File: src/rtl/core/ccq_pkg.sv
// Shared types, constants and the fixed task decompose table of the
// coalescing command queue. No dependencies.
package ccq_pkg;

  localparam int unsigned QUEUE_DEPTH_DEF = 20;
  localparam int unsigned TASK_IDS        = 20;
  localparam int unsigned ACTION_COUNT    = 12;
  localparam int unsigned ROW_MAX         = 6;
  localparam int unsigned LIST_IW         = $clog2(ACTION_COUNT);
  localparam int unsigned LIST_CW         = $clog2(ACTION_COUNT + 1);

  typedef logic [4:0] task_id_t;
  typedef logic [3:0] action_t;
  typedef logic [2:0] row_idx_t;

  localparam task_id_t TASK_ALL = 5'd19;

  typedef enum logic [1:0] {
    ST_IDLE,
    ST_FETCH,
    ST_ROW,
    ST_EMIT
  } ccq_state_t;

  typedef enum logic {
    REQ_PUSH = 1'b0,
    REQ_EXEC = 1'b1
  } req_type_t;

  typedef struct packed {
    logic push;
    logic start;
    logic row_step;
    logic next_task;
    logic emit_step;
    logic finish;
  } ccq_cmd_t;

  typedef struct packed {
    logic req_exec;
    logic q_empty;
    logic row_end;
    logic task_last;
    logic list_empty;
    logic emit_last;
  } ccq_stat_t;

  function automatic row_idx_t row_len(input task_id_t t);
    row_idx_t len;
    case (t)
      5'd0:    len = 3'd1;
      5'd1:    len = 3'd1;
      5'd4:    len = 3'd3;
      5'd5:    len = 3'd1;
      5'd6:    len = 3'd2;
      5'd7:    len = 3'd3;
      5'd8:    len = 3'd2;
      5'd9:    len = 3'd1;
      5'd10:   len = 3'd2;
      5'd11:   len = 3'd1;
      5'd13:   len = 3'd1;
      5'd14:   len = 3'd6;
      5'd15:   len = 3'd1;
      5'd16:   len = 3'd2;
      default: len = 3'd0;
    endcase
    return len;
  endfunction

  // Row entry k sits in nibble k.
  function automatic logic [23:0] row_bits(input task_id_t t);
    logic [23:0] b;
    case (t)
      5'd0:    b = 24'h000009;
      5'd1:    b = 24'h000008;
      5'd4:    b = 24'h000890;
      5'd5:    b = 24'h000002;
      5'd6:    b = 24'h000061;
      5'd7:    b = 24'h000804;
      5'd8:    b = 24'h000060;
      5'd9:    b = 24'h000007;
      5'd10:   b = 24'h000063;
      5'd11:   b = 24'h000005;
      5'd13:   b = 24'h000006;
      5'd14:   b = 24'h530412;
      5'd15:   b = 24'h00000a;
      5'd16:   b = 24'h0000ab;
      default: b = 24'h000000;
    endcase
    return b;
  endfunction

  function automatic action_t row_code(input task_id_t t, input row_idx_t k);
    logic [23:0] b;
    b = row_bits(t);
    return b[{k, 2'b00} +: 4];
  endfunction

endpackage

File: src/rtl/core/ccq_ctrl.sv
// Sequencing controller of the coalescing command queue.
// Depends on ccq_pkg for the state, command and status types.
module ccq_ctrl (
  input  logic               clk,
  input  logic               rst_n,
  input  logic               in_valid,
  output logic               in_ready,
  output logic               out_valid,
  input  logic               out_ready,
  input  ccq_pkg::ccq_stat_t st,
  output ccq_pkg::ccq_cmd_t  cmd
);
  import ccq_pkg::*;

  ccq_state_t state_r, state_nxt;

  always_ff @(posedge clk) begin
    if (!rst_n) begin
      state_r <= ST_IDLE;
    end else begin
      state_r <= state_nxt;
    end
  end

  always_comb begin
    state_nxt = state_r;
    case (state_r)
      ST_IDLE: begin
        if (in_valid && st.req_exec && !st.q_empty) begin
          state_nxt = ST_FETCH;
        end
      end
      ST_FETCH: begin
        state_nxt = ST_ROW;
      end
      ST_ROW: begin
        if (st.row_end) begin
          if (!st.task_last) begin
            state_nxt = ST_FETCH;
          end else if (st.list_empty) begin
            state_nxt = ST_IDLE;
          end else begin
            state_nxt = ST_EMIT;
          end
        end
      end
      ST_EMIT: begin
        if (out_ready && st.emit_last) begin
          state_nxt = ST_IDLE;
        end
      end
      default: state_nxt = ST_IDLE;
    endcase
  end

  always_comb begin
    cmd       = '0;
    in_ready  = 1'b0;
    out_valid = 1'b0;
    case (state_r)
      ST_IDLE: begin
        in_ready  = 1'b1;
        cmd.push  = in_valid && !st.req_exec;
        cmd.start = in_valid && st.req_exec && !st.q_empty;
      end
      ST_FETCH: begin
      end
      ST_ROW: begin
        cmd.row_step  = !st.row_end;
        cmd.next_task = st.row_end && !st.task_last;
        cmd.finish    = st.row_end && st.task_last && st.list_empty;
      end
      ST_EMIT: begin
        out_valid     = 1'b1;
        cmd.emit_step = out_ready;
        cmd.finish    = out_ready && st.emit_last;
      end
      default: begin
      end
    endcase
  end

endmodule

File: src/rtl/core/ccq_dp.sv
// Datapath of the coalescing command queue: task store, dedup bitmap,
// row walker, action list and output select. Depends on ccq_pkg.
module ccq_dp #(
  parameter int unsigned QUEUE_DEPTH = ccq_pkg::QUEUE_DEPTH_DEF
) (
  input  logic                     clk,
  input  logic                     rst_n,
  input  logic                     in_req_type,
  input  ccq_pkg::task_id_t        in_task_id,
  output ccq_pkg::action_t         out_action_code,
  output logic                     out_last_action,
  input  ccq_pkg::ccq_cmd_t        cmd,
  output ccq_pkg::ccq_stat_t       st
);
  import ccq_pkg::*;

  localparam int unsigned CW = $clog2(QUEUE_DEPTH);
  localparam int unsigned NQ = TASK_IDS - 1;

  task_id_t                mem [QUEUE_DEPTH];
  task_id_t                rd_data_r;
  logic [CW-1:0]           count_r;
  logic                    all_r;
  logic [NQ-1:0]           queued_r;
  logic [CW-1:0]           idx_r;
  row_idx_t                k_r;
  logic [ACTION_COUNT-1:0] seen_r;
  action_t                 list_r [ACTION_COUNT];
  logic [LIST_CW-1:0]      n_r;
  logic [LIST_IW-1:0]      e_r;

  task_id_t cur_task;
  action_t  cur_code;
  logic     push_ok;
  logic     new_code;

  assign cur_task = all_r ? task_id_t'(idx_r) : rd_data_r;
  assign cur_code = row_code(cur_task, k_r);
  assign new_code = !seen_r[cur_code];

  assign push_ok = (in_task_id < TASK_ALL) && !(all_r && count_r != '0)
                   && !queued_r[in_task_id]
                   && ({1'b0, count_r} < (CW+1)'(QUEUE_DEPTH - 1));

  always_ff @(posedge clk) begin
    rd_data_r <= mem[idx_r];
    if (cmd.push && push_ok) begin
      mem[count_r] <= in_task_id;
    end
  end

  always_ff @(posedge clk) begin
    if (!rst_n) begin
      count_r  <= '0;
      all_r    <= 1'b0;
      queued_r <= '0;
      seen_r   <= '0;
      n_r      <= '0;
      idx_r    <= '0;
      k_r      <= '0;
      e_r      <= '0;
    end else begin
      if (cmd.push) begin
        if (in_task_id == TASK_ALL) begin
          all_r    <= 1'b1;
          count_r  <= CW'(1);
          queued_r <= '0;
        end else if (push_ok) begin
          count_r            <= count_r + 1'b1;
          queued_r[in_task_id] <= 1'b1;
        end
      end
      if (cmd.start) begin
        seen_r <= '0;
        n_r    <= '0;
        idx_r  <= '0;
        k_r    <= '0;
        e_r    <= '0;
      end
      if (cmd.row_step) begin
        k_r <= k_r + 1'b1;
        if (new_code) begin
          seen_r[cur_code] <= 1'b1;
          n_r              <= n_r + 1'b1;
        end
      end
      if (cmd.next_task) begin
        idx_r <= idx_r + 1'b1;
        k_r   <= '0;
      end
      if (cmd.emit_step) begin
        e_r <= e_r + 1'b1;
      end
      if (cmd.finish) begin
        count_r  <= '0;
        all_r    <= 1'b0;
        queued_r <= '0;
      end
    end
  end

  always_ff @(posedge clk) begin
    if (cmd.row_step && new_code) begin
      list_r[n_r[LIST_IW-1:0]] <= cur_code;
    end
  end

  assign st.req_exec   = (in_req_type == REQ_EXEC);
  assign st.q_empty    = (count_r == '0);
  assign st.row_end    = (k_r == row_len(cur_task));
  assign st.task_last  = all_r ? (idx_r == CW'(TASK_ALL - 1)) : (idx_r == count_r - 1'b1);
  assign st.list_empty = (n_r == '0);
  assign st.emit_last  = (LIST_CW'(e_r) + 1'b1 == n_r);

  assign out_action_code = list_r[e_r];
  assign out_last_action = st.emit_last;

endmodule

File: src/rtl/core/coalescing_command_queue_unit.sv
// Top level of the coalescing command queue: controller plus datapath.
// Depends on ccq_pkg, ccq_ctrl and ccq_dp.
//
// Input channel (in_valid/in_ready): in_req_type 0 pushes in_task_id into
// the queue (repeats, ids above 19 and pushes behind a queued "all" are
// dropped; id 19 replaces the queue with "all"); 1 executes the queue.
// in_ready is high whenever no execute run is busy.
// An execute run walks the queued tasks (or tasks 0..18 for "all") through
// the decompose table: a store read and row setup for each task, then a
// walk over its row entries; then one transfer per distinct action code on
// the output channel (out_valid/out_ready), the last one flagged by
// out_last_action. An empty queue gives no transfer; a run that finds no
// action gives none either and still empties the queue.
// Output data sits in the action list registers; while out_ready is low
// the run holds and no new input is taken until the last transfer.
// Synchronous reset empties the queue and returns to idle.
module coalescing_command_queue_unit #(
  parameter int unsigned QUEUE_DEPTH = ccq_pkg::QUEUE_DEPTH_DEF
) (
  input  logic              clk,
  input  logic              rst_n,
  input  logic              in_valid,
  output logic              in_ready,
  input  logic              in_req_type,
  input  ccq_pkg::task_id_t in_task_id,
  output logic              out_valid,
  input  logic              out_ready,
  output ccq_pkg::action_t  out_action_code,
  output logic              out_last_action
);
  import ccq_pkg::*;

  ccq_cmd_t  cmd;
  ccq_stat_t st;

  ccq_ctrl u_ctrl (
    .clk       (clk),
    .rst_n     (rst_n),
    .in_valid  (in_valid),
    .in_ready  (in_ready),
    .out_valid (out_valid),
    .out_ready (out_ready),
    .st        (st),
    .cmd       (cmd)
  );

  ccq_dp #(
    .QUEUE_DEPTH (QUEUE_DEPTH)
  ) u_dp (
    .clk             (clk),
    .rst_n           (rst_n),
    .in_req_type     (in_req_type),
    .in_task_id      (in_task_id),
    .out_action_code (out_action_code),
    .out_last_action (out_last_action),
    .cmd             (cmd),
    .st              (st)
  );

endmodule

File: config.mk
export PLATFORM = sky130hd
export DESIGN_NAME = coalescing_command_queue_unit
export DESIGN_NICKNAME = d
export VERILOG_FILES = /design/src/rtl/core/ccq_pkg.sv /design/src/rtl/core/ccq_ctrl.sv /design/src/rtl/core/ccq_dp.sv /design/src/rtl/core/coalescing_command_queue_unit.sv
export SDC_FILE = /design/constraint.sdc
export NUM_CORES = 1
export LEC_CHECK = 0
export ABC_AREA = 1
export BUFFER_PORTS_ARGS = -buffer_cell sky130_fd_sc_hd__clkbuf_2
export CORE_MARGIN = 2
export CORE_UTILIZATION = 30
export DETAILED_ROUTE_END_ITERATION = 6
export GPL_ROUTABILITY_DRIVEN = 0
export PLACE_DENSITY_LB_ADDON = 0.05
export SLEW_MARGIN = 20
export SYNTH_ARGS = -nofsm -noshare
export SYNTH_HDL_FRONTEND = slang
export SYNTH_SLANG_ARGS = --single-unit
File: constraint.sdc
create_clock -name clk -period 3.7 [get_ports clk]
set_clock_uncertainty 0.15 [all_clocks]
set_input_delay 0.74 -clock clk [delete_from_list [all_inputs] [get_ports clk]]
set_output_delay 0.74 -clock clk [all_outputs]
set_load 0.005 [all_outputs]
==> metrics.txt, run 1 <==
Post-synth EDFFs around 150; Worst-path clk slew ~0.06 ns; Min-Delay Path Class reg2reg; grt ovf 0; WL per Instance ~18 µm; layout net count around 1100; antenna cell count 0; RSZ-0062 raised after global routing no; Main synth FF type edfxtp_1; Final Hold Viols 0; Via-to-Cell Ratio 4.661; area leader, netlist edfxtp_1; HPWL after DPL approximately 18000 µm; Pwr per Cell Area approximately 450 nW/µm²; Post-Route WL between 20000 and 30000 µm; Root Buffer clkbuf_16; fillcell total around 3300; die footprint 33990 µm²; DR iter-0 viols between 400 and 500; largest family of logic cells by synthesized area simple AND/OR/NAND/NOR gates; CTS tree yes; total CTS buffers 25; met2 Resource Use GR between 20 and 30%; Post-Synth Adder-Cell Area about 2.3%; Tmin final ~3.2 ns; run status finished clean; post-synthesis simple-gate area fraction roughly 18%; peak supply drop approximately 300 µV; cts hold-fix bufs 0; leakage dissipation 0.004061 µW; ANT nets after route 0; Synth cell types 47; DR DRC count 0; setup bufs post-CTS 0; period utilisation layout between 80% and 90%; Core Area about 32000 µm²; vias in the first global route ~7300; Mapped Cells 1027; FP Rows 66; later-pin clock latency in the skew report approximately 0.55 ns; die width about 180 µm; reg2reg setup slack around 0.48 ns; Synth top area share about 46%; CP endpoint kind flop; met1 usage 20.55%; Ports 17; Synth Warn # 0; GR peak layer met2; input/output buffers 16; post-synthesis sequential area ratio a little under 60%; critical path class reg2reg; TNS Setup 0 ns; Synth area leaders edfxtp_1 (46%), dfxtp_1 (13%), nand2_1 (7.1%); Synth Area in Compound Gates 13.33%; #FFs+latches synth roughly 210; # Max-Cap Violations 0; synthesized area per cell 9.504 µm²; Post-Syn Area between 9000 and 10000 µm²; crit path DAT around 3.3 ns; clk buf depth 3; share of cells above drive strength 1 between 10% and 20%; H-tree levels 1; Slew @ Worst Pin approximately 0.65 ns; Min Hold Slack 0.3069 ns; ys async rst share 0%; Max Slew Vio Count 0; Clock Sinks about 210; mux contribution to synthesized area less than 1%; # setup viols final 0; Die H around 180 µm; crit path launch type flop; initial core utilization 30.23%; antenna violations before repair 0; # resized after CTS 0; critical path peak fanout 17; met3 usage under 10%; gr usage total between 10% and 20%; 1st-pass router iterations 5; Mapped Nets around 1100; FMAX about 310 MHz; WP data required approximately 3.8 ns; Worst slew margin between 50% and 60%; most frequent cells in the layout nand2_1 (185), nor2_1 (152), edfxtp_1 (148); Synth Area in XOR/XNOR 1.615%; global-route wire length before repair about 42000 µm; via count around 7100; most common cell after layout, fill and taps aside nand2_1; Area growth syn-to-layout 14.51%; pin count of the biggest net entering global routing 56
logic make-up (layout without fill, tap and decap cells):
group	count (synthesis)	in the layout
xor+xnor	18	18
mux	8	8
buf+inv	132	178
fa+ha+maj	18	18
compound gates	227	227
simple gates	412	412
flops	212	212
power by group:
part / switching [µW] / internal, µW
Clock: 1000 / 1340
Combinational: 141 / 50.1
Sequential: 4.48 / 2540
Total: 1150 / 3930
registers in the layout (all words and copies together), names as in the netlist, named ones only:
name	flops
u_dp.n_r	4
u_dp.all_r	1
u_dp.k_r	3
u_ctrl.state_r	2
u_dp.list_r	48
u_dp.e_r	4
u_dp.idx_r	5
u_dp.count_r	5
u_dp.seen_r	12
u_dp.mem	100
u_dp.rd_data_r	5
u_dp.queued_r	19
worst max-delay path, cell delays in order, from the launching register on:
cell and delay [ns]:
dfxtp_1 0.43, buf_4 0.28, nand2_1 0.11, nand2_2 0.16
nand2_1 0.13, o211ai_1 0.22, nand2_1 0.09, xor2_1 0.15
nand2_1 0.13, nand2_1 0.12, inv_2 0.13, nand2_2 0.11
nor2_4 0.18, nand2_1 0.13, nor2_1 0.35
cell usage after synthesis, types with 15 or more instances:
| cell type | n |
|---|---|
| o21ai_0 | 81 |
| inv_1 | 78 |
| nand2_1 | 185 |
| dfxtp_1 | 64 |
| ha_1 | 18 |
| nor2_1 | 152 |
| a31oi_1 | 15 |
| nand3_1 | 32 |
| o22ai_1 | 18 |
| edfxtp_1 | 148 |
| xor2_1 | 17 |
| clkbuf_1 | 29 |
| a21oi_1 | 74 |
metal layers:
metal  vias up  wire length (µm)
met2        87             13180
met5         -                 0
li1       3586                 -
met3        28               888
met1      3360             12210
met4         0               408
per-stage QoR:
stage               instance area [µm²]  worst slack (ns)  util, %  power [µW]  instances
floorplan                          9761            0.5840        -        2703       1027
global placement                  10400            0.3130    32.22        2797       1469
detailed placement                10400            0.2753    32.22        2793       1469
CTS                               11180            0.4387    34.62        5140       1515
global route                      11180            0.2164    34.62        5257       1515
finish                            11180            0.4838    34.62        5077       1515
area by class of cell:
class / instances / area [µm²] / share of cell area [%]
multi-input combinational: 683 / 3498 / 31.30
clock inverter: 12 / 70.07 / 0.6269
inverter: 89 / 341.6 / 3.056
clock buffer: 34 / 704.4 / 6.302
sequential: 212 / 5727 / 51.24
timing repair buffer: 43 / 282.8 / 2.530
tap: 442 / 553.0 / 4.948
path summary, 6_finish.rpt:
path | to | from | depth (start not counted)
max | u_dp.list_r[5][0] | u_dp.idx_r[2] | 14
min | u_dp.queued_r[6] | u_dp.queued_r[6] | 2
min reg2reg | u_dp.queued_r[6] | u_dp.queued_r[6] | 2
max reg2reg | u_dp.list_r[5][0] | u_dp.idx_r[2] | 14
No activity file was read; power rests on OpenSTA's default activity.
==> run 2, diff against run 1 <==
--- a/config.mk
+++ b/config.mk
@@ -8,7 +8,7 @@
 export ABC_AREA = 1
 export BUFFER_PORTS_ARGS = -buffer_cell sky130_fd_sc_hd__clkbuf_2
 export CORE_MARGIN = 2
-export CORE_UTILIZATION = 30
+export CORE_UTILIZATION = 50
 export DETAILED_ROUTE_END_ITERATION = 6
 export GPL_ROUTABILITY_DRIVEN = 0
 export PLACE_DENSITY_LB_ADDON = 0.05
==> metrics.txt, run 2 (same netlist as run 1, synthesis figures left out) <==
HPWL after DPL roughly 15000 µm; Via-to-Cell Ratio 5.361; CP endpoint kind flop; die footprint slightly above 20000 µm²; Worst slew margin roughly 45%; layout net count around 1100; crit path DAT about 3.3 ns; period utilisation layout 88.11%; Tmin final 3.260 ns; Worst path most repeated cell nand2_1; met2 Resource Use GR about 39%; global-route wire length before repair 36530 µm; grt ovf 0; die width between 100 and 150 µm; Min-Delay Path Class reg2reg; Ports 17; number of flip-flops in the largest register 100; 1st-pass router iterations 5; DR DRC count 0; WL per Instance ~17 µm; DR iter-0 viols about 450; Worst-path clk slew around 0.060 ns; Core Area just under 20000 µm²; met1 usage between 30% and 40%; total CTS buffers 25; Most flops, register u_dp.mem; worst path cell trace nand2_1 > o21ai_1 > inv_1 > ha_1 > nand3_1 > nand3_1 > nand2_1 > o21ai_2 > nand2_2 > nand2_4 > nand2_1 > nand2_1 > nand2_1 > nand2_1 > nand2_1 > nand2_2 > nor2_4 > nand2_1 > nor2_1; Placed Cells 1288; share of cells above drive strength 1 between 10% and 20%; max incr delay on CP 0.46 ns; WP data required approximately 3.7 ns; most frequent cells in the layout nand2_1 (185), edfxtp_1 (148), nor2_1 (146); non-filler instance count after layout between 1000 and 1500; initial core utilization 50.48%; CTS tree yes; met3 usage under 10%; Max Slew Vio Count 0; antenna violations before repair 0; FMAX roughly 300 MHz; most common cell after layout, fill and taps aside nand2_1; Post-Route WL approximately 23000 µm; Die H between 100 and 150 µm; Slew @ Worst Pin ~0.82 ns; peak supply drop 383.4 µV; Area growth syn-to-layout 11.96%; ANT nets after route 0; Final Hold Viols 0; # Max-Cap Violations 0; FP Rows slightly above 50; critical path class reg2reg; input/output buffers 16; via count 7152; critical path peak fanout 11; # setup viols final 0; GR peak layer met2; clk buf depth 3; TNS Setup 0 ns; later-pin clock latency in the skew report ~0.5 ns; gr usage total 22.61%; RSZ-0062 raised after global routing no; H-tree levels 1; Root Buffer clkbuf_16; pin count of the biggest net entering global routing 56; vias in the first global route 6837; Clock Sinks around 210; leakage dissipation a little over 0.004 µW; run status finished clean; Pwr per Cell Area roughly 450 nW/µm²; crit path launch type flop; Critical Path Slowest Stage Cell dfxtp_2; antenna cell count 0
-- run 2: changes by cell type in the layout (fill, tap and decap cells not counted), sizes merged --
cell    change
clkinv      -2
clkbuf      -1
bufinv      +1
buf         -2
-- run 2: repair_timing --
item                                   in CTS  in global routing
hold buffers                                0                  0
setup buffers                               0                  2
setup endpoints to repair                   0                 48
resized for setup                           0                  7
endpoints found under the hold margin       0                  0
-- run 2: path summary, 6_finish.rpt --
path	endpoint	slack (ns)	start	cells past startpoint
setup reg to reg	u_dp.list_r[0][1]	0.44	u_dp.all_r	19
setup / recovery	u_dp.list_r[0][1]	0.44	u_dp.all_r	19
hold reg to reg	u_dp.queued_r[16]	0.31	u_dp.queued_r[16]	2
hold / removal	u_dp.queued_r[16]	0.31	u_dp.queued_r[16]	2
-- run 2: worst max-delay path: cells and delay by family, from the launching register on --
kind	cells	cell delay, ns
fa+ha+maj	1	0.23
simple gates	15	1.73
buf+inv	1	0.12
flops	1	0.46
compound gates	2	0.22
-- run 2: final cells by class --
type,instances,area (µm²)
clock buffers,33,655.6
flip-flops and latches,212,5728
inverters,89,341.6
well taps,265,331.6
repair buffers,41,280.3
multi-input cells,683,3513
clock inverters,11,77.57
fillers,1746,8407
-- run 2: metrics by stage --
step / hold slack (ns) / area (µm²) / setup slack (ns) / utilization, % / total power, µW
after CTS: 0.3104 / 10900 / 0.1449 / 56.36 / 4994
after global routing: 0.3227 / 10930 / 0.02499 / 56.52 / 5111
final: 0.3071 / 10930 / 0.4399 / 56.52 / 4956
after detailed placement: 0.2994 / 10160 / 0.1605 / 52.57 / 2783
after global placement: 0.2957 / 10160 / 0.2643 / 52.57 / 2783
after floorplan: 0.2856 / 9761 / 0.5840 / - / 2703
-- run 2: routing by layer --
metal,vias to the layer above,part of all wire [%]
li1,3576,-
met1,3356,45
met2,180,48
met3,40,4.7
met4,0,2.0
met5,-,0
-- run 2: power by group --
part	leakage (µW)	internal, µW	switching, µW	total (µW)
sequential	0.00185	2540	4.96	2550
combinational	0.00181	47.9	136	184
clock	0.000360	1310	917	2220
